`src/hdl/assert_macros.svh`:
```
// assertion macros shared by the transposition table modules
`ifndef ASSERT_MACROS_SVH
`define ASSERT_MACROS_SVH

// same-cycle implication, checked on clk and disabled during rst
`define ASSERT_IMPLIES(label, ante, cons) \
  label: assert property (@(posedge clk) disable iff (rst) (ante) |-> (cons)) \
    else $error("implication check failed");

// next-cycle implication
`define ASSERT_NEXT(label, ante, cons) \
  label: assert property (@(posedge clk) disable iff (rst) (ante) |=> (cons)) \
    else $error("next-cycle check failed");

// condition that must never hold
`define ASSERT_NEVER(label, cond) \
  label: assert property (@(posedge clk) disable iff (rst) !(cond)) \
    else $error("forbidden condition seen");

`endif

```
`src/hdl/tt_pkg.sv`:
```
// types and constants of the transposition table
package tt_pkg;

  localparam int ACT_W   = 2;
  localparam int KEY_W   = 64;
  localparam int DEPTH_W = 8;
  localparam int SCORE_W = 16;
  localparam int BOUND_W = 2;
  localparam int SQ_W    = 6;

  localparam logic [ACT_W-1:0] ACT_PROBE_SCORE = 2'd0;
  localparam logic [ACT_W-1:0] ACT_SAVE        = 2'd1;
  localparam logic [ACT_W-1:0] ACT_PROBE_MOVE  = 2'd2;

  localparam logic [BOUND_W-1:0] BOUND_EXACT = 2'd0;
  localparam logic [BOUND_W-1:0] BOUND_UPPER = 2'd1;
  localparam logic [BOUND_W-1:0] BOUND_LOWER = 2'd2;

  // key reduction for table sizes that are not a power of two
  localparam int MOD_BITS  = 4;
  localparam int MOD_STEPS = KEY_W / MOD_BITS;
  localparam int MOD_CNT_W = 4;

  localparam int QUEUE_DEPTH = 2;
  localparam int QPTR_W      = 1;
  localparam int QCNT_W      = 2;

  typedef struct packed {
    logic [ACT_W-1:0]   action;
    logic [KEY_W-1:0]   key;
    logic [DEPTH_W-1:0] depth;
    logic [SCORE_W-1:0] alpha;
    logic [SCORE_W-1:0] beta;
    logic [SCORE_W-1:0] score;
    logic [BOUND_W-1:0] bound;
    logic [SQ_W-1:0]    from_sq;
    logic [SQ_W-1:0]    to_sq;
  } req_t;

  typedef struct packed {
    logic               valid;
    logic [KEY_W-1:0]   tag;
    logic [DEPTH_W-1:0] depth;
    logic [BOUND_W-1:0] bound;
    logic [SCORE_W-1:0] score;
    logic [SQ_W-1:0]    from_sq;
    logic [SQ_W-1:0]    to_sq;
  } entry_t;

  typedef struct packed {
    logic               score_found;
    logic [SCORE_W-1:0] found_score;
    logic               move_matches;
  } res_t;

endpackage

```
`src/hdl/tt_front.sv`:
```
// front end: takes a request and reduces its key to a table index
module tt_front #(
  parameter int TABLE_ENTRIES = 1024,
  parameter int IDX_W = 10
) (
  input  logic              clk,
  input  logic              rst,
  input  logic              accept,
  input  tt_pkg::req_t      in_req,
  output logic              front_ready,
  output logic              push_valid,
  output tt_pkg::req_t      push_req,
  output logic [IDX_W-1:0]  push_idx,
  input  logic              push_ready
);

  localparam bit POW2 = (TABLE_ENTRIES & (TABLE_ENTRIES - 1)) == 0;
  localparam int RW = IDX_W + 1;

  logic                          held;
  logic                          mod_done;
  tt_pkg::req_t                  req;
  logic [IDX_W-1:0]              idx;
  logic [IDX_W-1:0]              idx_next;
  logic [tt_pkg::KEY_W-1:0]      keysh;
  logic [tt_pkg::MOD_CNT_W-1:0]  cnt;
  logic [RW-1:0]                 r;

  assign push_valid  = held && mod_done;
  assign push_req    = req;
  assign push_idx    = idx;
  assign front_ready = !held || (mod_done && push_ready);

  // restoring reduction, a few key bits per cycle
  always_comb begin
    r = {1'b0, idx};
    for (int j = 0; j < tt_pkg::MOD_BITS; j++) begin
      r = {r[RW-2:0], keysh[tt_pkg::KEY_W-1-j]};
      if (r >= RW'(TABLE_ENTRIES)) r = r - RW'(TABLE_ENTRIES);
    end
    idx_next = r[IDX_W-1:0];
  end

  always_ff @(posedge clk) begin
    if (rst) begin
      held     <= 1'b0;
      mod_done <= 1'b0;
    end else if (accept) begin
      held  <= 1'b1;
      req   <= in_req;
      keysh <= in_req.key;
      cnt   <= '0;
      if (POW2) begin
        idx      <= in_req.key[IDX_W-1:0] & IDX_W'(TABLE_ENTRIES - 1);
        mod_done <= 1'b1;
      end else begin
        idx      <= '0;
        mod_done <= 1'b0;
      end
    end else if (push_valid && push_ready) begin
      held     <= 1'b0;
      mod_done <= 1'b0;
    end else if (held && !mod_done) begin
      idx   <= idx_next;
      keysh <= {keysh[tt_pkg::KEY_W-tt_pkg::MOD_BITS-1:0], {tt_pkg::MOD_BITS{1'b0}}};
      cnt   <= cnt + 1'b1;
      if (cnt == tt_pkg::MOD_CNT_W'(tt_pkg::MOD_STEPS - 1)) mod_done <= 1'b1;
    end
  end

endmodule

```
`config.mk`:
```
export PLATFORM = sky130hd
export DESIGN_NAME = tt_front
export DESIGN_NICKNAME = d
export VERILOG_FILES = /design/src/hdl/assert_macros.svh /design/src/hdl/tt_pkg.sv /design/src/hdl/tt_front.sv
export SDC_FILE = /design/constraint.sdc
export NUM_CORES = 1
export LEC_CHECK = 0
export ABC_AREA = 1
export BUFFER_PORTS_ARGS = -buffer_cell sky130_fd_sc_hd__buf_2
export CAP_MARGIN = 20
export CORE_ASPECT_RATIO = 0.6
export CORE_UTILIZATION = 25
export DETAILED_ROUTE_END_ITERATION = 12
export SLEW_MARGIN = 20
export SYNTH_ARGS = -nofsm -noshare
export SYNTH_HDL_FRONTEND = slang
export SYNTH_SLANG_ARGS = --single-unit
```
`constraint.sdc`:
```
create_clock -name clk -period 21.7 [get_ports clk]
set_clock_uncertainty 0.05 [all_clocks]
set_input_delay 4.34 -clock clk [delete_from_list [all_inputs] [get_ports clk]]
set_output_delay 4.34 -clock clk [all_outputs]
set_load 0.005 [all_outputs]
```
* Word level (Yosys, flattened, before mapping)
Index checks and enable logic that the tools add are counted.
** Operators by class
- Eq/ne operators :: 2
- Multiplexer cells :: 18
- Bitwise operators :: 1
- $add $sub $neg :: 5
- Magnitude comparators :: 4
- Reductions and logical operators :: 14
** Operators with widths (number)
- 64-bit two-way mux :: 3
- 10-bit two-way mux :: 7
- 11-bit greater-or-equal comparator (second input constant) :: 4
- 10-bit by 1-bit subtractor with 10-bit output (second input constant) :: 4
- 4-bit two-way mux :: 2
- 1-bit two-way mux :: 6
- 3-bit nonzero test :: 2
- 4-bit by 1-bit adder with 4-bit output (second input constant) :: 1
- 4-bit equality test (second input constant) :: 1
- 1-bit logical AND :: 4
- 2-bit AND reduction :: 2
- 2-bit nonzero test :: 2
- 3-bit AND reduction :: 1
- 1-bit zero test :: 2
- 2-bit inequality test (second input constant) :: 1
- 1-bit logical OR :: 1
- 1-bit inverter :: 1
** Storage, ports and cells
- Output and inout bits :: 148
- Flip-flop bits (word level) :: 216
- Logic and storage cells :: 58
- Bits of input ports :: 140

* Longest topological paths before layout
- Depth after elaboration :: 11
- Depth in mapped cells :: 5
- Depth with buffers taken out :: 5

* Worst setup path before layout
OpenSTA, ideal clock, no wires.
- Path type :: input-to-reg
- From :: input accept
- To :: register cnt[0] in the netlist's numbering (enable)
- Required time :: 21.211 ns
- Buffers on the path :: 1
- Setup slack :: 8.516 ns
- Arrival time :: 12.696 ns
- Setup time :: 0.439 ns
- Stages on the path :: 5
- Cells stage by stage :: buf_4 > inv_4 > nor2_1 > inv_1 > nand2_1
** On the way
- Word-level cells in the longest chain between the ends :: 2
- Elaborated cells between the ends (all ways) :: 3
- Those cells by class :: eq/ne: 1; reduce/logical: 2
** RTL lines
- start, declared :: line tt_front.sv:8 : input logic accept,
- 2-bit inequality test (no line) / 2-bit nonzero test (equally long branches)
- 3-bit AND reduction (no line) (*)
- end signal, assigned :: line tt_front.sv:66 : cnt <= cnt + 1'b1;
- end, declared :: line tt_front.sv:26 : logic [tt_pkg::MOD_CNT_W-1:0] cnt;
Mark *: on every way between the ends. The rest lies on a longest branch, timed or not.
A chain may end at the register's enable or synchronous reset.

* Final worst setup path
- From :: input push_ready
- To :: output front_ready
** On the way
- Word-level cells in the longest chain between the ends :: 2
** RTL lines
- start, declared :: line tt_front.sv:14 : input logic push_ready
- 1-bit logical AND :: line tt_front.sv:32 : assign front_ready = !held || (mod_done && push_ready);
- 1-bit logical OR :: line tt_front.sv:32
- end, declared :: line tt_front.sv:10 : output logic front_ready,
Every way passes these cells.

==> results.yml <==
routing:
  postRouteAntennaNets: 0
  vias: 4598
  detail_route.iter0.violations: 242
  finalWirelength_microns: 17700
  avgViaCountPerCell: 3.89
  drc: 0
  routedWlPerCell_microns: 15.0
  drt-pass1-iter-count: 4
placed_design:
  dp_hpwl_microns: 12100
  placement.io_buffers: 287
  placedCellCount: 1146
  gpl.final_weighted_congestion: 0.727
worst_setup_path:
  worst_ep_required_time_ns: 17.31
  path_cells: "buf_2 -> nand2_1 -> nand2_1 -> buf_2"
  crit_path_end_kind: "output pin"
  critical_path_peak_fanout: 2
  critical_path_data_arrival_time_ns: 4.68
  crit_path_top_delay_cell: "sky130_fd_sc_hd__buf_2"
  timing.setup.critical_path_class: "in2out"
  worst_setup_path_start_kind: "input pin"
  cpPeakStageDelay_ns: 0.13
  rrSetupSlack_ns: 20.10
clock_network:
  cts_max_path_buffers: 3
  clock_pin_slew_on_the_worst_setup_and_hold_paths_ns: 0.07
  clk-insertion-delay-late_ns: 0.52
  cts_resized: 0
  postCtsHoldBufs: 0
  cts_post_setup_buffers_inserted: 0
  cts_buffers: 22
  cts.root.buffer_cell: "sky130_fd_sc_hd__clkbuf_16"
  tritoncts: "done"
  cts.sink_count: 216
  htree_num_levels: 1
floorplan:
  ioPinCount: 288
  initial_core_util_pct: 25.8
  design.core.area_sq_um: 29100
  die-height_microns: 136
  die_width_microns: 226
  fp.dieArea_sq_um: 30700
  floorplan.rows: 48
final_layout:
  final_cells: 1182
  number_of_antenna_repair_diodes: 0
  final_core_utilization_pct: 34.5
  final_net_count: 911
  post_route_cells_drive_above_1_share_pct: 41.4
  final_common_cell: "sky130_fd_sc_hd__buf_2"
  final.fill_count: 2890
  signed_area_change_from_the_synthesized_netlist_to_the_final_layout_pct: 33.9
  mostFrequentLayoutCells: "sky130_fd_sc_hd__buf_2, sky130_fd_sc_hd__nand2_1, sky130_fd_sc_hd__edfxtp_1"
logic_synthesis:
  syn_area_sq_um: 7500
  synth_cells: 471
  synth_top_area_cell: "sky130_fd_sc_hd__edfxtp_1"
  yosysUniqueCellTypes: 14
  synth_seq_cells: 216
  synth-seq-area-share_pct: 86.2
  synth.top_cells.by_area: "sky130_fd_sc_hd__edfxtp_1, sky130_fd_sc_hd__nand2_1, sky130_fd_sc_hd__buf_6"
  postSynthNetCount: 612
  syn-mean-instance-area_sq_um: 15.9
  synth_top_cell_area_share_pct: 85.7
  syn_warnings: 0
pwr:
  leakagePower_nw: 4.25
  power.ir.vdd_worst_mv: 0.0584
  power_density_nw_per_um2: 92.2
timing:
  setup_viol: 0
  maxClockFrequency_ghz: 0.110
  layout_min_cycle_time_ns: 9.07
  final_hold_violation_count: 0
  timing.final.crit_share_pct: 41.8
  finalMaxSlewViolations: 0
  worst_pin_slew_ns: 0.997
  grt_setup_unrepaired: "no"
  setup_total_negative_slack_ns: 0
  maxSlewHeadroom_pct: 33.4
flow_run:
  cap_viol_max_count: 0
global_route:
  antenna_violations_before_repair: 1
  grt_max_degree: 79
  globalRouteOverflowTotal: 0
  first_pass_grt_wire_length_microns: 26000
  grtUsageTotal_pct: 11.2
  first_global_vias: 4682
outcome:
  run_status: "finished, final reports clean"
hold_path:
  hold_class: "reg2reg"
==> logic make-up (layout without fill, tap and decap cells) <==
logic type	count (synthesis)	count (layout)	share of synthesized area (%)
AND/OR/NAND/NOR	224	224	11.3
adder cells (fa/ha/maj)	1	1	0.167
AO/OA/AOI/OAI	3	3	0.200
flip-flops	216	216	86.2
buffers and inverters	27	338	2.14
==> worst paths after layout <==
kind              cells past startpoint     endpoint  startpoint
hold / removal                        2    keysh[13]    keysh[9]
hold reg to reg                       2    keysh[13]    keysh[9]
setup reg to reg                      2    keysh[37]        held
setup / recovery                      4  front_ready  push_ready
==> registers in the layout, summed over array words and instances (netlist names) <==
signal	count
push_req	136
keysh	64
push_idx	10
cnt	4
held	1
mod_done	1
==> cell usage after synthesis <==
| cell | n |
|---|---|
| sky130_fd_sc_hd__nand4_1 | 1 |
| sky130_fd_sc_hd__a21oi_1 | 1 |
| sky130_fd_sc_hd__nor2_1 | 5 |
| sky130_fd_sc_hd__nand2_1 | 215 |
| sky130_fd_sc_hd__inv_4 | 1 |
| sky130_fd_sc_hd__buf_6 | 4 |
| sky130_fd_sc_hd__o21ai_0 | 2 |
| sky130_fd_sc_hd__edfxtp_1 | 214 |
| sky130_fd_sc_hd__ha_1 | 1 |
| sky130_fd_sc_hd__dfxtp_1 | 2 |
| sky130_fd_sc_hd__inv_1 | 11 |
| sky130_fd_sc_hd__nand3_1 | 3 |
| sky130_fd_sc_hd__buf_2 | 6 |
| sky130_fd_sc_hd__buf_4 | 5 |
==> power breakdown <==
part / switching (W) / internal (W)
Clock: 0.000151 / 0.000206
Combinational: 0.0000387 / 0.0000269
Sequential: 0.00000862 / 0.000495
==> metal layers <==
layer	GRT usage, %	wire length (microns)	up-vias
met1	14.4	7900	2183
met3	4.30	1490	20
met4	2.46	264	0
met5	0	0	-
li1	-	-	2229
met2	18.0	8070	166
==> metrics by stage <==
stage,cell area (sq um),total power [W],hold WS [ns],setup WS (ns)
after floorplan,7500,0.000539,0.437,8.52
after global placement,9360,0.000579,0.440,12.61
after detailed placement,9360,0.000580,0.448,12.63
after CTS,10000,0.000945,0.462,12.63
after global routing,10000,0.000967,0.483,12.59
final,10000,0.000926,0.460,12.63
==> critical path: cells and delay by family <==
| family | cells | cell delay (ns) |
|---|---|---|
| buffers and inverters | 2 | 0.24 |
| AND/OR/NAND/NOR | 2 | 0.10 |
==> cell type report <==
cell class	count	area, sq um	share of cell area, %
Tap cell	400	500	4.98
Inverter	12	47.5	0.473
Clock buffer	31	646	6.43
Sequential cell	216	6470	64.4
Clock inverter	5	28.8	0.286
Timing Repair Buffer	290	1460	14.5
Multi-Input combinational cell	228	898	8.94
Note: power is estimated with default switching activity, not from simulation.
