[src/hdl/assert_macros.svh]
// assertion macros shared by the transposition table modules
`ifndef ASSERT_MACROS_SVH
`define ASSERT_MACROS_SVH

// same-cycle implication, checked on clk and disabled during rst
`define ASSERT_IMPLIES(label, ante, cons) \
  label: assert property (@(posedge clk) disable iff (rst) (ante) |-> (cons)) \
    else $error("implication check failed");

// next-cycle implication
`define ASSERT_NEXT(label, ante, cons) \
  label: assert property (@(posedge clk) disable iff (rst) (ante) |=> (cons)) \
    else $error("next-cycle check failed");

// condition that must never hold
`define ASSERT_NEVER(label, cond) \
  label: assert property (@(posedge clk) disable iff (rst) !(cond)) \
    else $error("forbidden condition seen");

`endif

[src/hdl/tt_pkg.sv]
// types and constants of the transposition table
package tt_pkg;

  localparam int ACT_W   = 2;
  localparam int KEY_W   = 64;
  localparam int DEPTH_W = 8;
  localparam int SCORE_W = 16;
  localparam int BOUND_W = 2;
  localparam int SQ_W    = 6;

  localparam logic [ACT_W-1:0] ACT_PROBE_SCORE = 2'd0;
  localparam logic [ACT_W-1:0] ACT_SAVE        = 2'd1;
  localparam logic [ACT_W-1:0] ACT_PROBE_MOVE  = 2'd2;

  localparam logic [BOUND_W-1:0] BOUND_EXACT = 2'd0;
  localparam logic [BOUND_W-1:0] BOUND_UPPER = 2'd1;
  localparam logic [BOUND_W-1:0] BOUND_LOWER = 2'd2;

  // key reduction for table sizes that are not a power of two
  localparam int MOD_BITS  = 4;
  localparam int MOD_STEPS = KEY_W / MOD_BITS;
  localparam int MOD_CNT_W = 4;

  localparam int QUEUE_DEPTH = 2;
  localparam int QPTR_W      = 1;
  localparam int QCNT_W      = 2;

  typedef struct packed {
    logic [ACT_W-1:0]   action;
    logic [KEY_W-1:0]   key;
    logic [DEPTH_W-1:0] depth;
    logic [SCORE_W-1:0] alpha;
    logic [SCORE_W-1:0] beta;
    logic [SCORE_W-1:0] score;
    logic [BOUND_W-1:0] bound;
    logic [SQ_W-1:0]    from_sq;
    logic [SQ_W-1:0]    to_sq;
  } req_t;

  typedef struct packed {
    logic               valid;
    logic [KEY_W-1:0]   tag;
    logic [DEPTH_W-1:0] depth;
    logic [BOUND_W-1:0] bound;
    logic [SCORE_W-1:0] score;
    logic [SQ_W-1:0]    from_sq;
    logic [SQ_W-1:0]    to_sq;
  } entry_t;

  typedef struct packed {
    logic               score_found;
    logic [SCORE_W-1:0] found_score;
    logic               move_matches;
  } res_t;

endpackage

[src/hdl/tt_queue.sv]
// short request queue between front and back end
`include "assert_macros.svh"

module tt_queue #(
  parameter int IDX_W = 10
) (
  input  logic              clk,
  input  logic              rst,
  input  logic              push_valid,
  input  tt_pkg::req_t      push_req,
  input  logic [IDX_W-1:0]  push_idx,
  output logic              push_ready,
  input  logic              pop,
  output logic              head_valid,
  output tt_pkg::req_t      head_req,
  output logic [IDX_W-1:0]  head_idx
);

  tt_pkg::req_t               q_req [tt_pkg::QUEUE_DEPTH];
  logic [IDX_W-1:0]           q_idx [tt_pkg::QUEUE_DEPTH];
  logic [tt_pkg::QPTR_W-1:0]  wr_ptr;
  logic [tt_pkg::QPTR_W-1:0]  rd_ptr;
  logic [tt_pkg::QCNT_W-1:0]  count;
  logic                       push_fire;
  logic                       pop_fire;

  assign push_ready = count != tt_pkg::QCNT_W'(tt_pkg::QUEUE_DEPTH);
  assign head_valid = count != '0;
  assign head_req   = q_req[rd_ptr];
  assign head_idx   = q_idx[rd_ptr];
  assign push_fire  = push_valid && push_ready;
  assign pop_fire   = pop && head_valid;

  always_ff @(posedge clk) begin
    if (push_fire) begin
      q_req[wr_ptr] <= push_req;
      q_idx[wr_ptr] <= push_idx;
    end
  end

  always_ff @(posedge clk) begin
    if (rst) begin
      wr_ptr <= '0;
      rd_ptr <= '0;
      count  <= '0;
    end else begin
      if (push_fire) wr_ptr <= wr_ptr + 1'b1;
      if (pop_fire) rd_ptr <= rd_ptr + 1'b1;
      if (push_fire && !pop_fire) count <= count + 1'b1;
      else if (pop_fire && !push_fire) count <= count - 1'b1;
    end
  end

  `ASSERT_NEXT(q_fill_a, push_fire && !pop_fire, count == $past(count) + 2'd1)

endmodule

[config.mk]
export PLATFORM = sky130hd
export DESIGN_NAME = tt_queue
export DESIGN_NICKNAME = d
export VERILOG_FILES = /design/src/hdl/tt_pkg.sv /design/src/hdl/tt_queue.sv
export VERILOG_INCLUDE_DIRS = /design/src /design/src/hdl
export SDC_FILE = /design/constraint.sdc
export NUM_CORES = 1
export LEC_CHECK = 0
export BUFFER_PORTS_ARGS = -buffer_cell sky130_fd_sc_hd__buf_2
export CAP_MARGIN = 20
export CORE_MARGIN = 1
export CORE_UTILIZATION = 52
export DETAILED_ROUTE_END_ITERATION = 12
export GPL_TIMING_DRIVEN = 1
export PLACE_DENSITY = 0.87
export SLEW_MARGIN = 10
export SYNTH_ARGS = -nofsm -noshare
export SYNTH_HDL_FRONTEND = slang
export SYNTH_SLANG_ARGS = --single-unit
[constraint.sdc]
create_clock -name clk -period 6 [get_ports clk]
set_input_delay 0.6 -clock clk [delete_from_list [all_inputs] [get_ports clk]]
set_output_delay 0.6 -clock clk [all_outputs]
set_load 0.02 [all_outputs]
# After elaboration in Yosys (flattened, before gate mapping)

Memory sizes are Yosys's and may differ from the RTL's. A register that Yosys moved wholly into a read port is not among the register bits.
Cells that the tools add are included.

Input port bits: 150
Bits in registers: 4
Memories: 2
Word-level logic and storage cells: 26
Memory bits (read-only): 0
Latch bits: 0
Bits in writable memories: 292

Memory list:

| name  | depth | width | rd ports | clocked after Yosys merged registers in | wr ports | line           | text |
|---|---|---|---|---|---|---|---|
| q_req | 2     | 136   | 1        | 1                                       | 1        | tt_queue.sv:19 | `tt_pkg::req_t q_req [tt_pkg::QUEUE_DEPTH];` |
| q_idx | 2     | 10    | 1        | 1                                       | 1        | tt_queue.sv:20 | `logic [IDX_W-1:0] q_idx [tt_pkg::QUEUE_DEPTH];` |

Div/mod/pow operators: 0
Reduce and logical (&&, ||, !) cells: 8
Equality and inequality tests: 1
Bitwise logic cells: 0
Shift-type cells: 0
Add/subtract/negate cells: 4
$lt $le $gt $ge: 0
Multiply operators: 0
Multiplexer cells: 8

Operators by type and width:

| operator              | count |
|---|---|
| $mux W1               | 6 |
| $logic_and A1 B1 Y1   | 4 |
| $mux W2               | 2 |
| $reduce_bool A2 Y1    | 2 |
| $add A1 B1 Y1 const B | 2 |
| $add A2 B1 Y2 const B | 1 |
| $logic_not A1 Y1      | 2 |
| $ne A2 B2 Y1 const B  | 1 |
| $sub A2 B1 Y2 const B | 1 |

# Depth between registers and ports, before layout

Gate-level depths: netlist of the first run.

Depth after elaboration: 6
Depth in mapped cells: 6
Depth with buffers taken out: 6

# Worst setup path before layout of the first run

OpenSTA, ideal clock, no wires.

Path type: register -> register
Start point: register count[0] in the netlist's numbering
End point: memory q_idx[1][0] (enable)
Period minus slack after synthesis: 4650 ps
Data arrival time: 4126 ps
Slack: 1350 ps
Library setup time: 524 ps
Required time: 5476 ps
Stages on the path, launching flop included: 3
Path through: dfxtp_1 nand2b_1 and3_1

Word-level cells in the longest chain between the ends: 4

Ends and longest elaborated chain:

| what                          | line           | text |
|---|---|---|
| start, declared               | tt_queue.sv:23 | `logic [tt_pkg::QCNT_W-1:0] count;` |
| start signal, assigned        | tt_queue.sv:49 | `if (push_fire && !pop_fire) count <= count + 1'b1;` |
| start signal, assigned        | tt_queue.sv:50 | `else if (pop_fire && !push_fire) count <= count - 1'b1;` |
| $ne A2 B2 Y1                  | tt_queue.sv:27 | `assign push_ready = count != tt_pkg::QCNT_W'(tt_pkg::QUEUE_DEPTH);` |
| named net push_ready          | tt_queue.sv:12 | `output logic push_ready,` |
| $logic_and A1 B1 Y1           | tt_queue.sv:31 | `assign push_fire = push_valid && push_ready;` |
| $mux W1                       | tt_queue.sv:35 | `if (push_fire) begin` |
| $mux W1 (implied by the code) | tt_queue.sv:37 | `q_idx[wr_ptr] <= push_idx;` |
| end, declared                 | tt_queue.sv:20 |  |

The timed path passes the listed nets, and every way through them passes these cells.

==> impl_metrics.env, run 1 <==
export IMPL_drc_errors=0
export IMPL_critPathSlowestCell="dfxtp_4"
export IMPL_clk_pin_slew_ns=0.06
export IMPL_worstSetupPathType="register to output port"
export IMPL_avgSynthCellArea_um2=22.61
export IMPL_globalRouteTotalUtil_pct=18.53
export IMPL_worst_path_max_fanout=78
export IMPL_wl_met2_um=10420
export IMPL_yosys_warnings=0
export IMPL_nFillCells=1348
export IMPL_hold_viol_final=0
export IMPL_min_to="q_req[1][76]$_DFFE_PP_"
export IMPL_min_from="push_req[76]"
export IMPL_start_util_pct=53.24
export IMPL_place_congestion=0.7328
export IMPL_num_vias=5568
export IMPL_worst_slew_pin_slew_ns=0.9923
export IMPL_dieArea_mm2=0.02136
export IMPL_hpwl_um=12820
export IMPL_grt_pass1_vias=5869
export IMPL_wl_met3_um=1601
export IMPL_wl_per_cell_um=18.78
export IMPL_hold_class="input port to register"
export IMPL_drive_gt1_share_pct=60.98
export IMPL_clkLatencyLatePin_ns=0.53
export IMPL_fin_crit_sh_pct=53.97
export IMPL_overflow=0
export IMPL_peakVddDrop_mv=0.5267
export IMPL_setup_tns_ns=0
export IMPL_cp_end_kind="output port"
export IMPL_firstDrtPassIters=6
export IMPL_cts_path_max_buffers=3
export IMPL_finalClockSkew_ns=0.009264
export IMPL_synth_largest_area_cell="edfxtp_1"
export IMPL_die_w_um=146.2
export IMPL_grt_pass1_wl_um=30640
export IMPL_wl_um=20400
export IMPL_r2r_start="count[0]$_SDFFE_PP0P_"
export IMPL_routed_via_density=5.127
export IMPL_first_iter_violations=229
export IMPL_crit_required_ns=5.40
export IMPL_power_leakage_nw=5.039
export IMPL_cellPowerDensity_mw_per_mm2=449.7
export IMPL_slew_viol_final=0
export IMPL_io_pins=298
export IMPL_cp_data_arrival_time_ns=2.64
export IMPL_ys_top_cells_by_area="edfxtp_1, mux2_2, buf_6"
export IMPL_port_buffers=297
export IMPL_worstPathCellList="buf_12 -> mux2_2 -> buf_2"
export IMPL_max_stage_delay_ns=0.93
export IMPL_drtAntennaViolNets=0
export IMPL_utilization_pct=66.59
export IMPL_cts_sinks=297
export IMPL_status="completed"
export IMPL_cts_root_buffer="clkbuf_16"
export IMPL_die_y_um=146.2
export IMPL_antenna_found_initial=2
export IMPL_nNetsFinal=944
export IMPL_fin_crit_ns=3.238
export IMPL_grt_max_degree=95
export IMPL_seq_area_frac_synth_pct=82.06
export IMPL_syn_num_nets=629
export IMPL_cts_resized_gates=0
export IMPL_cts_tree="done"
export IMPL_r2r_end="q_req[0][93]$_DFFE_PP_"
export IMPL_syn_area_mm2=0.01081
export IMPL_slew_headroom_pct=33.84
export IMPL_wl_met1_um=7699
export IMPL_regToRegSetupSlack_ns=3.33
export IMPL_ys_ff_latch=297
export IMPL_setup_violations_final=0
export IMPL_placementRows=52
export IMPL_timing_fmax_mhz=308.8
export IMPL_crit_path_start_kind="register"
export IMPL_r2r_cells=4
export IMPL_hold_buffers=0
export IMPL_cap_violations=0
export IMPL_coreArea_mm2=0.02030
export IMPL_synthCells=478
export IMPL_min_path_cells=1
export IMPL_ys_types=18
export IMPL_rsz0062_at_grt="false"
export IMPL_htree_levels=1
export IMPL_highest_layer="met5"
export IMPL_cts_buffers_inserted=29
export IMPL_area_growth_pct=25.06
export IMPL_synth_top_cell_area_share_pct=81.13
export IMPL_postCtsSetupBuffers=0
[worst max path at each step]
stage,from,to,slack (ns),cells after the start
after floorplan,count[0]$_SDFFE_PP0P_,q_idx[1][0]$_DFFE_PP_,1.35,2
after global placement,push_valid,q_req[0][115]$_DFFE_PP_,3.26,4
after detailed placement,push_valid,q_req[0][121]$_DFFE_PP_,3.26,4
after CTS,register,head_req[75],2.75,3
after global routing,register,head_req[24],2.64,3
final,register,head_req[24],2.76,3
[cell usage in the layout, fill, tap and decap left out]
master,instances
xor2_1,3
clkinv_1,4
nor2_1,3
dfxtp_4,1
or3_1,1
ha_1,1
a21bo_2,1
nand3b_1,1
dfxtp_1,4
clkinvlp_4,1
buf_4,1
diode_2,1
a21oi_1,2
clkbuf_1,3
clkinv_2,9
and2_1,1
edfxtp_1,292
nand2b_1,1
mux2_2,146
clkbuf_16,29
o21ai_0,2
buf_2,297
and3_4,1
buf_12,2
inv_6,2
bufinv_16,6
or2_2,1
[stage by stage]
stage	setup WS [ns]	total power, mW	std cells	instance area [um^2]	hold slack [ns]
3_5_place_dp	3.261	4.259	1032	12520	0.5118
6_report	2.762	6.079	1086	13520	0.2495
3_3_place_gp	3.255	4.222	1032	12520	0.4831
4_1_cts	2.748	6.139	1085	13510	0.2209
5_1_grt	2.637	6.303	1086	13520	0.2264
2_1_floorplan	1.350	3.837	478	10810	0.4705
[registers in the layout (all words and copies together) (netlist names), named ones only]
signal,cells
q_idx,20
count,2
q_req,272
wr_ptr,1
rd_ptr,1
[area by class of cell]
| cell class | count | area (um^2) | area share [%] |
|---|---|---|---|
| flip-flops and latches | 297 | 8872 | 65.64 |
| multi-input cells | 164 | 1768 | 13.08 |
| repair buffers | 300 | 1534 | 11.35 |
| clock buffers | 32 | 737.0 | 5.452 |
| well taps | 270 | 337.8 | 2.499 |
| clock inverters | 21 | 256.5 | 1.898 |
| inverters | 1 | 8.758 | 0.06480 |
| diodes | 1 | 2.502 | 0.01851 |
[where the power goes]
group | total (mW) | leakage (nW) | switching [mW] | internal, mW
clock | 1.87 | 0.492 | 0.730 | 1.14
sequential | 2.72 | 2.77 | 0.127 | 2.59
combinational | 1.49 | 1.78 | 0.888 | 0.599
total | 6.08 | 5.04 | 1.74 | 4.33
[synth_stat cells]
cell and instances:
buf_6 14, or2_2 1, inv_1 1, and3_1 1, buf_4 2, edfxtp_1 292
nand3b_1 1, nand2b_1 1, or3_1 1, ha_1 1, mux2_2 146, dfxtp_1 5
o21ai_0 2, and2_1 1, a21bo_2 1, nor2_1 3, xor2_1 3, a21oi_1 2
[critical path, delay by kind of cell (launching register included)]
| family | cells | cell delay, ns |
|---|---|---|
| buf+inv | 2 | 0.57 |
| flops | 1 | 0.93 |
| mux | 1 | 0.40 |
[kinds of logic (layout without fill, tap and decap cells)]
family | count (synthesis) | in the layout | share of synthesized area, %
DFF | 297 | 297 | 82.06
muxes | 146 | 146 | 15.21
buffers and inverters | 17 | 354 | 1.632
and+or+nand+nor | 9 | 9 | 0.4633
AOI/OAI and AO/OA | 5 | 5 | 0.2779
xor gates and xnor gates | 3 | 3 | 0.2432
adders and majority gates | 1 | 1 | 0.1157
other | 0 | 1 | 0
[metal layers]
metal  GRT usage [%]  vias up
li1                -     2544
met1           21.24     2734
met2           33.10      229
met3           5.344       59
met4           6.458        2
met5               0        -
Power figures use the tool's default switching activity.
==> inputs of run 2 (changes only) <==
- CORE_UTILIZATION: 52 -> 47
- PLACE_DENSITY: 0.87 -> 0.84
- clock period: 6 -> 2.6 ns (I/O delays scaled with it)
==> impl_metrics.env, run 2 (synthesis gave the netlist of run 1 again) <==
export IMPL_cts_buffers_inserted=30
export IMPL_multiInputGateArea_mm2=0.001775
export IMPL_num_vias=6226
export IMPL_pwr_share_comb_pct=26.8
export IMPL_nNetsFinal=1095
export IMPL_p_sw_mw=4.171
export IMPL_crit_path_start_kind="register"
export IMPL_start_util_pct=47.88
export IMPL_cts_path_max_buffers=3
export IMPL_critPathTopFamily="flip-flops"
export IMPL_p_sw_share_pct=29.16
export IMPL_grt_pass1_wl_um=36290
export IMPL_clk_pin_slew_ns=0.06
export IMPL_io_pins=298
export IMPL_status="completed"
export IMPL_final_common_cell="buf_2"
export IMPL_grt_max_degree=99
export IMPL_hold_viol_final=0
export IMPL_cts_root_buffer="clkbuf_16"
export IMPL_power_leakage_nw=5.666
export IMPL_drive_gt1_share_pct=51.24
export IMPL_finalClockSkew_ns=0.01472
export IMPL_rsz0062_at_grt="false"
export IMPL_hpwl_um=12790
export IMPL_die_w_um=153.6
export IMPL_worstPathCellList="buf_12 -> mux2_2 -> buf_2"
export IMPL_hold_class="input port to register"
export IMPL_drtAntennaViolNets=0
export IMPL_first_iter_violations=290
export IMPL_hold_buffers=147
export IMPL_slew_viol_final=0
export IMPL_most_common_layout_cells="buf_2, edfxtp_1, dlygate4sd3_1, mux2_2, clkbuf_16"
export IMPL_coreArea_mm2=0.02257
export IMPL_routed_via_density=4.965
export IMPL_firstDrtPassIters=4
export IMPL_fin_crit_ns=2.352
export IMPL_port_buffers=297
export IMPL_crit_buf_inv=2
export IMPL_globalRouteTotalUtil_pct=19.91
export IMPL_grt_pass1_vias=6806
export IMPL_dieArea_mm2=0.02361
export IMPL_overflow=0
export IMPL_placementRows=55
export IMPL_pwr_share_seq_pct=43.3
export IMPL_drc_errors=0
export IMPL_wl_per_cell_um=19.20
export IMPL_cts_sinks=297
export IMPL_clkLatencyLatePin_ns=0.55
export IMPL_cap_violations=0
export IMPL_cellPowerDensity_mw_per_mm2=949.5
export IMPL_timing_fmax_mhz=425.2
export IMPL_die_y_um=153.6
export IMPL_instances_no_fill=1254
export IMPL_top_regs="q_req x272, q_idx x20, count x2"
export IMPL_max_stage_delay_ns=0.56
export IMPL_worstSetupPathType="register to output port"
export IMPL_cp_data_arrival_time_ns=2.09
export IMPL_power_frac_clock_pct=29.9
export IMPL_nFillCells=1466
export IMPL_critPathSlowestCell="dfxtp_4"
export IMPL_peakVddDrop_mv=0.7933
export IMPL_crit_required_ns=2.34
export IMPL_fin_crit_sh_pct=90.47
export IMPL_cts_tree="done"
export IMPL_place_congestion=0.7431
export IMPL_cp_end_kind="output port"
export IMPL_largest_register_ffs=272
export IMPL_p_total_mw=14.30
export IMPL_htree_levels=1
export IMPL_cts_resized_gates=0
export IMPL_register_area_mm2=0.008874
export IMPL_wl_um=24070
export IMPL_slew_headroom_pct=55.67
export IMPL_place_inst=1050
export IMPL_worst_path_max_fanout=64
export IMPL_antenna_found_initial=2
export IMPL_area_growth_pct=39.36
export IMPL_postCtsSetupBuffers=0
export IMPL_p_int_mw=10.13
export IMPL_setup_violations_final=0
export IMPL_worst_slew_pin_slew_ns=0.6649
export IMPL_regMostFlops="q_req"
[run 2: changes by cell type in the layout (fill, tap and decap cells not counted), sizes merged]
cell,delta
buf,+3
clkinv,-1
clkbuf,+8
dlygate4sd3,+147
bufinv,-2
inv,-2
[run 2: final cells by class]
type / instances / area share [%]
repair buffers: 450 / 20.35
clock inverters: 16 / 1.138
flip-flops and latches: 297 / 58.91
diodes: 1 / 0.01661
multi-input cells: 164 / 11.79
clock buffers: 40 / 5.375
well taps: 285 / 2.368
inverters: 1 / 0.04984
[run 2: power by group through the flow]
stage	registers, mW	clock network, mW	logic, mW
floorplan	6.22	0	2.61
global placement	6.23	0	3.58
detailed placement	6.27	0	3.61
CTS	6.18	4.34	3.81
global route	6.24	4.54	4.04
finish	6.20	4.28	3.83
[run 2: final timing paths]
path                         startpoint                      to  slack [ns]  cells after the start
setup / recovery               register           head_req[133]        0.25                      3
hold / removal               push_valid     wr_ptr$_SDFFE_PP0P_        0.11                      3
setup reg to reg  count[0]$_SDFFE_PP0P_  q_req[0][71]$_DFFE_PP_        0.89                      4
hold reg to reg     rd_ptr$_SDFFE_PP0P_     rd_ptr$_SDFFE_PP0P_        0.52                      2
[run 2: stage by stage]
step / hold slack, ns / area [um^2] / utilization, % / TNS, ns / setup slack [ns]
final: 0.1141 / 15060 / 66.73 / 0 / 0.2479
after floorplan: 0.3250 / 10820 / - / -119.70 / -0.6205
after CTS: 0.05465 / 15060 / 66.72 / 0 / 0.2442
after global placement: 0.4467 / 12610 / 55.85 / 0 / 0.8389
after global routing: 0.1191 / 15060 / 66.73 / 0 / 0.1827
after detailed placement: 0.4511 / 12610 / 55.85 / 0 / 0.8252
[run 2: tightest hold or removal path, cell delays in order]
cell     delay (ns)
buf_2          0.14
a21bo_2        0.15
a21oi_1        0.06
[run 2: layer usage]
layer | wire length (um) | track usage (%) | vias up
met3 | 1518 | 4.481 | 59
met5 | 0 | 0 | -
met1 | 9209 | 22.90 | 3062
met4 | 868 | 7.952 | 0
li1 | - | - | 2838
met2 | 12480 | 35.97 | 267
==> inputs of run 3 (changes only) <==
- CORE_MARGIN: 1 -> 3
==> impl_metrics.env, run 3 (synthesis gave the netlist of run 1 again) <==
export IMPL_p_int_mw=9.974
export IMPL_fin_crit_ns=2.359
export IMPL_worst_path_max_fanout=31
export IMPL_power_frac_clock_pct=28.4
export IMPL_instances_no_fill=1261
export IMPL_cts_resized_gates=0
export IMPL_setup_tns_ns=0
export IMPL_hold_buffers=147
export IMPL_hold_viol_final=0
export IMPL_regMostFlops="q_req"
export IMPL_largest_register_ffs=272
export IMPL_place_inst=1058
export IMPL_drive_gt1_share_pct=52.20
export IMPL_min_to="wr_ptr$_SDFFE_PP0P_"
export IMPL_slew_headroom_pct=60.15
export IMPL_wl_per_cell_um=19.40
export IMPL_grt_pass1_vias=6927
export IMPL_hpwl_um=14470
export IMPL_utilization_pct=68.12
export IMPL_num_vias=6262
export IMPL_io_pins=298
export IMPL_grt_pass1_wl_um=35980
export IMPL_most_common_layout_cells="buf_2, edfxtp_1, dlygate4sd3_1, mux2_2, clkbuf_16"
export IMPL_firstDrtPassIters=4
export IMPL_r2r_end="q_req[1][52]$_DFFE_PP_"
export IMPL_start_util_pct=48.62
export IMPL_regToRegSetupSlack_ns=0.84
export IMPL_nNetsFinal=1107
export IMPL_postLayoutCellArea_mm2=0.01514
export IMPL_cts_path_max_buffers=3
export IMPL_cap_violations=0
export IMPL_dieArea_mm2=0.02485
export IMPL_area_growth_pct=40.11
export IMPL_slew_viol_final=0
export IMPL_die_y_um=157.6
export IMPL_worst_slew_pin_slew_ns=0.5978
export IMPL_drc_errors=0
export IMPL_crit_path_start_kind="register"
export IMPL_die_w_um=157.6
export IMPL_routed_via_density=4.966
export IMPL_final_common_cell="buf_2"
export IMPL_grt_use_met1_pct=19.86
export IMPL_cp_end_kind="output port"
export IMPL_htree_levels=1
export IMPL_status="completed"
export IMPL_clk_pin_slew_ns=0.06
export IMPL_globalRouteTotalUtil_pct=18.71
export IMPL_cellPowerDensity_mw_per_mm2=932.7
export IMPL_coreArea_mm2=0.02223
export IMPL_antenna_found_initial=3
export IMPL_hold_class="input port to register"
export IMPL_grt_busiest_layer="met2"
export IMPL_place_congestion=0.8052
export IMPL_timing_fmax_mhz=423.8
export IMPL_cts_tree="done"
export IMPL_setup_violations_final=0
export IMPL_cts_root_buffer="clkbuf_16"
export IMPL_placementRows=54
export IMPL_peakVddDrop_mv=0.7567
export IMPL_pwr_share_comb_pct=27.5
export IMPL_min_path_cells=3
export IMPL_drtAntennaViolNets=0
export IMPL_crit_required_ns=2.34
export IMPL_met2_usage_pct=35.09
export IMPL_power_leakage_nw=5.708
export IMPL_p_sw_mw=4.150
export IMPL_p_total_mw=14.12
export IMPL_worstSetupPathType="register to output port"
export IMPL_placed_cell_area_mm2=0.01275
export IMPL_top_regs="q_req x272, q_idx x20, count x2"
export IMPL_min_from="push_valid"
export IMPL_fin_crit_sh_pct=90.75
export IMPL_cts_buffers_inserted=29
export IMPL_clkLatencyLatePin_ns=0.53
export IMPL_r2r_start="count[0]$_SDFFE_PP0P_"
export IMPL_use_met3_pct=4.401
export IMPL_grt_max_degree=74
export IMPL_pwr_share_seq_pct=44.1
export IMPL_wl_um=24470
export IMPL_cts_sinks=297
export IMPL_first_iter_violations=259
export IMPL_r2r_cells=3
export IMPL_finalClockSkew_ns=0.008787
export IMPL_port_buffers=297
export IMPL_overflow=0
export IMPL_postCtsSetupBuffers=0
export IMPL_p_sw_share_pct=29.38
export IMPL_rsz0062_at_grt="false"
export IMPL_cp_data_arrival_time_ns=2.10
==> run 3: changes by cell type in the layout (fill, tap and decap cells not counted) <==
| cell | before | now |
|---|---|---|
| clkbuf_16 | 31 | 29 |
| clkbuf_1 | 9 | 5 |
| buf_12 | 5 | 9 |
| bufinv_16 | 4 | 3 |
| buf_4 | 1 | 10 |
| diode_2 | 1 | 4 |
| clkinvlp_4 | 1 | 4 |
| clkinv_1 | 7 | 6 |
| inv_6 | 0 | 1 |
==> run 3: power groups by stage <==
stage	Sequential [mW]	Combinational, mW	Clock, mW
global placement	6.28	3.64	0
global route	6.28	4.12	4.28
finish	6.23	3.88	4.01
detailed placement	6.31	3.69	0
floorplan	6.22	2.61	0
CTS	6.22	3.89	4.06
==> run 3: cell type report <==
class	instances	area, um^2
Sequential cell	297	8874
Antenna cell	4	10.01
Tap cell	280	350.3
Timing Repair Buffer	463	3213
Clock buffer	34	744.5
Multi-Input combinational cell	164	1775
Clock inverter	18	168.9
Inverter	1	7.507
Fill cell	1402	7086
==> run 3: worst max path at each step <==
stage,end,slack (ns),cells after the start
finish,head_req[86],0.24,3
global route,head_req[28],0.14,3
CTS,head_req[47],0.20,3
detailed placement,head_req[47],0.76,3
global placement,head_req[64],0.80,3
floorplan,q_idx[0][0]$_DFFE_PP_,-0.62,3
==> run 3: per-stage QoR <==
stage	hold WS (ns)	worst slack (ns)
after floorplan	0.3250	-0.6205
after global placement	0.4469	0.7997
after detailed placement	0.4507	0.7641
after CTS	0.04417	0.1989
after global routing	0.08384	0.1434
final	0.07844	0.2405
==> run 3: layer usage <==
metal  share of wire [%]  wire, um  vias up
li1                    -         -     2866
met2                  54     13210      269
met1                  35      8667     3054
met4                 4.4      1081        0
met5                   0         0        -
met3                 6.2      1511       73
==> run 3: worst max-delay path, stage by stage, from the launching register on <==
cell and delay (ns):
dfxtp_4 0.69, buf_4 0.33, mux2_2 0.37, buf_2 0.16
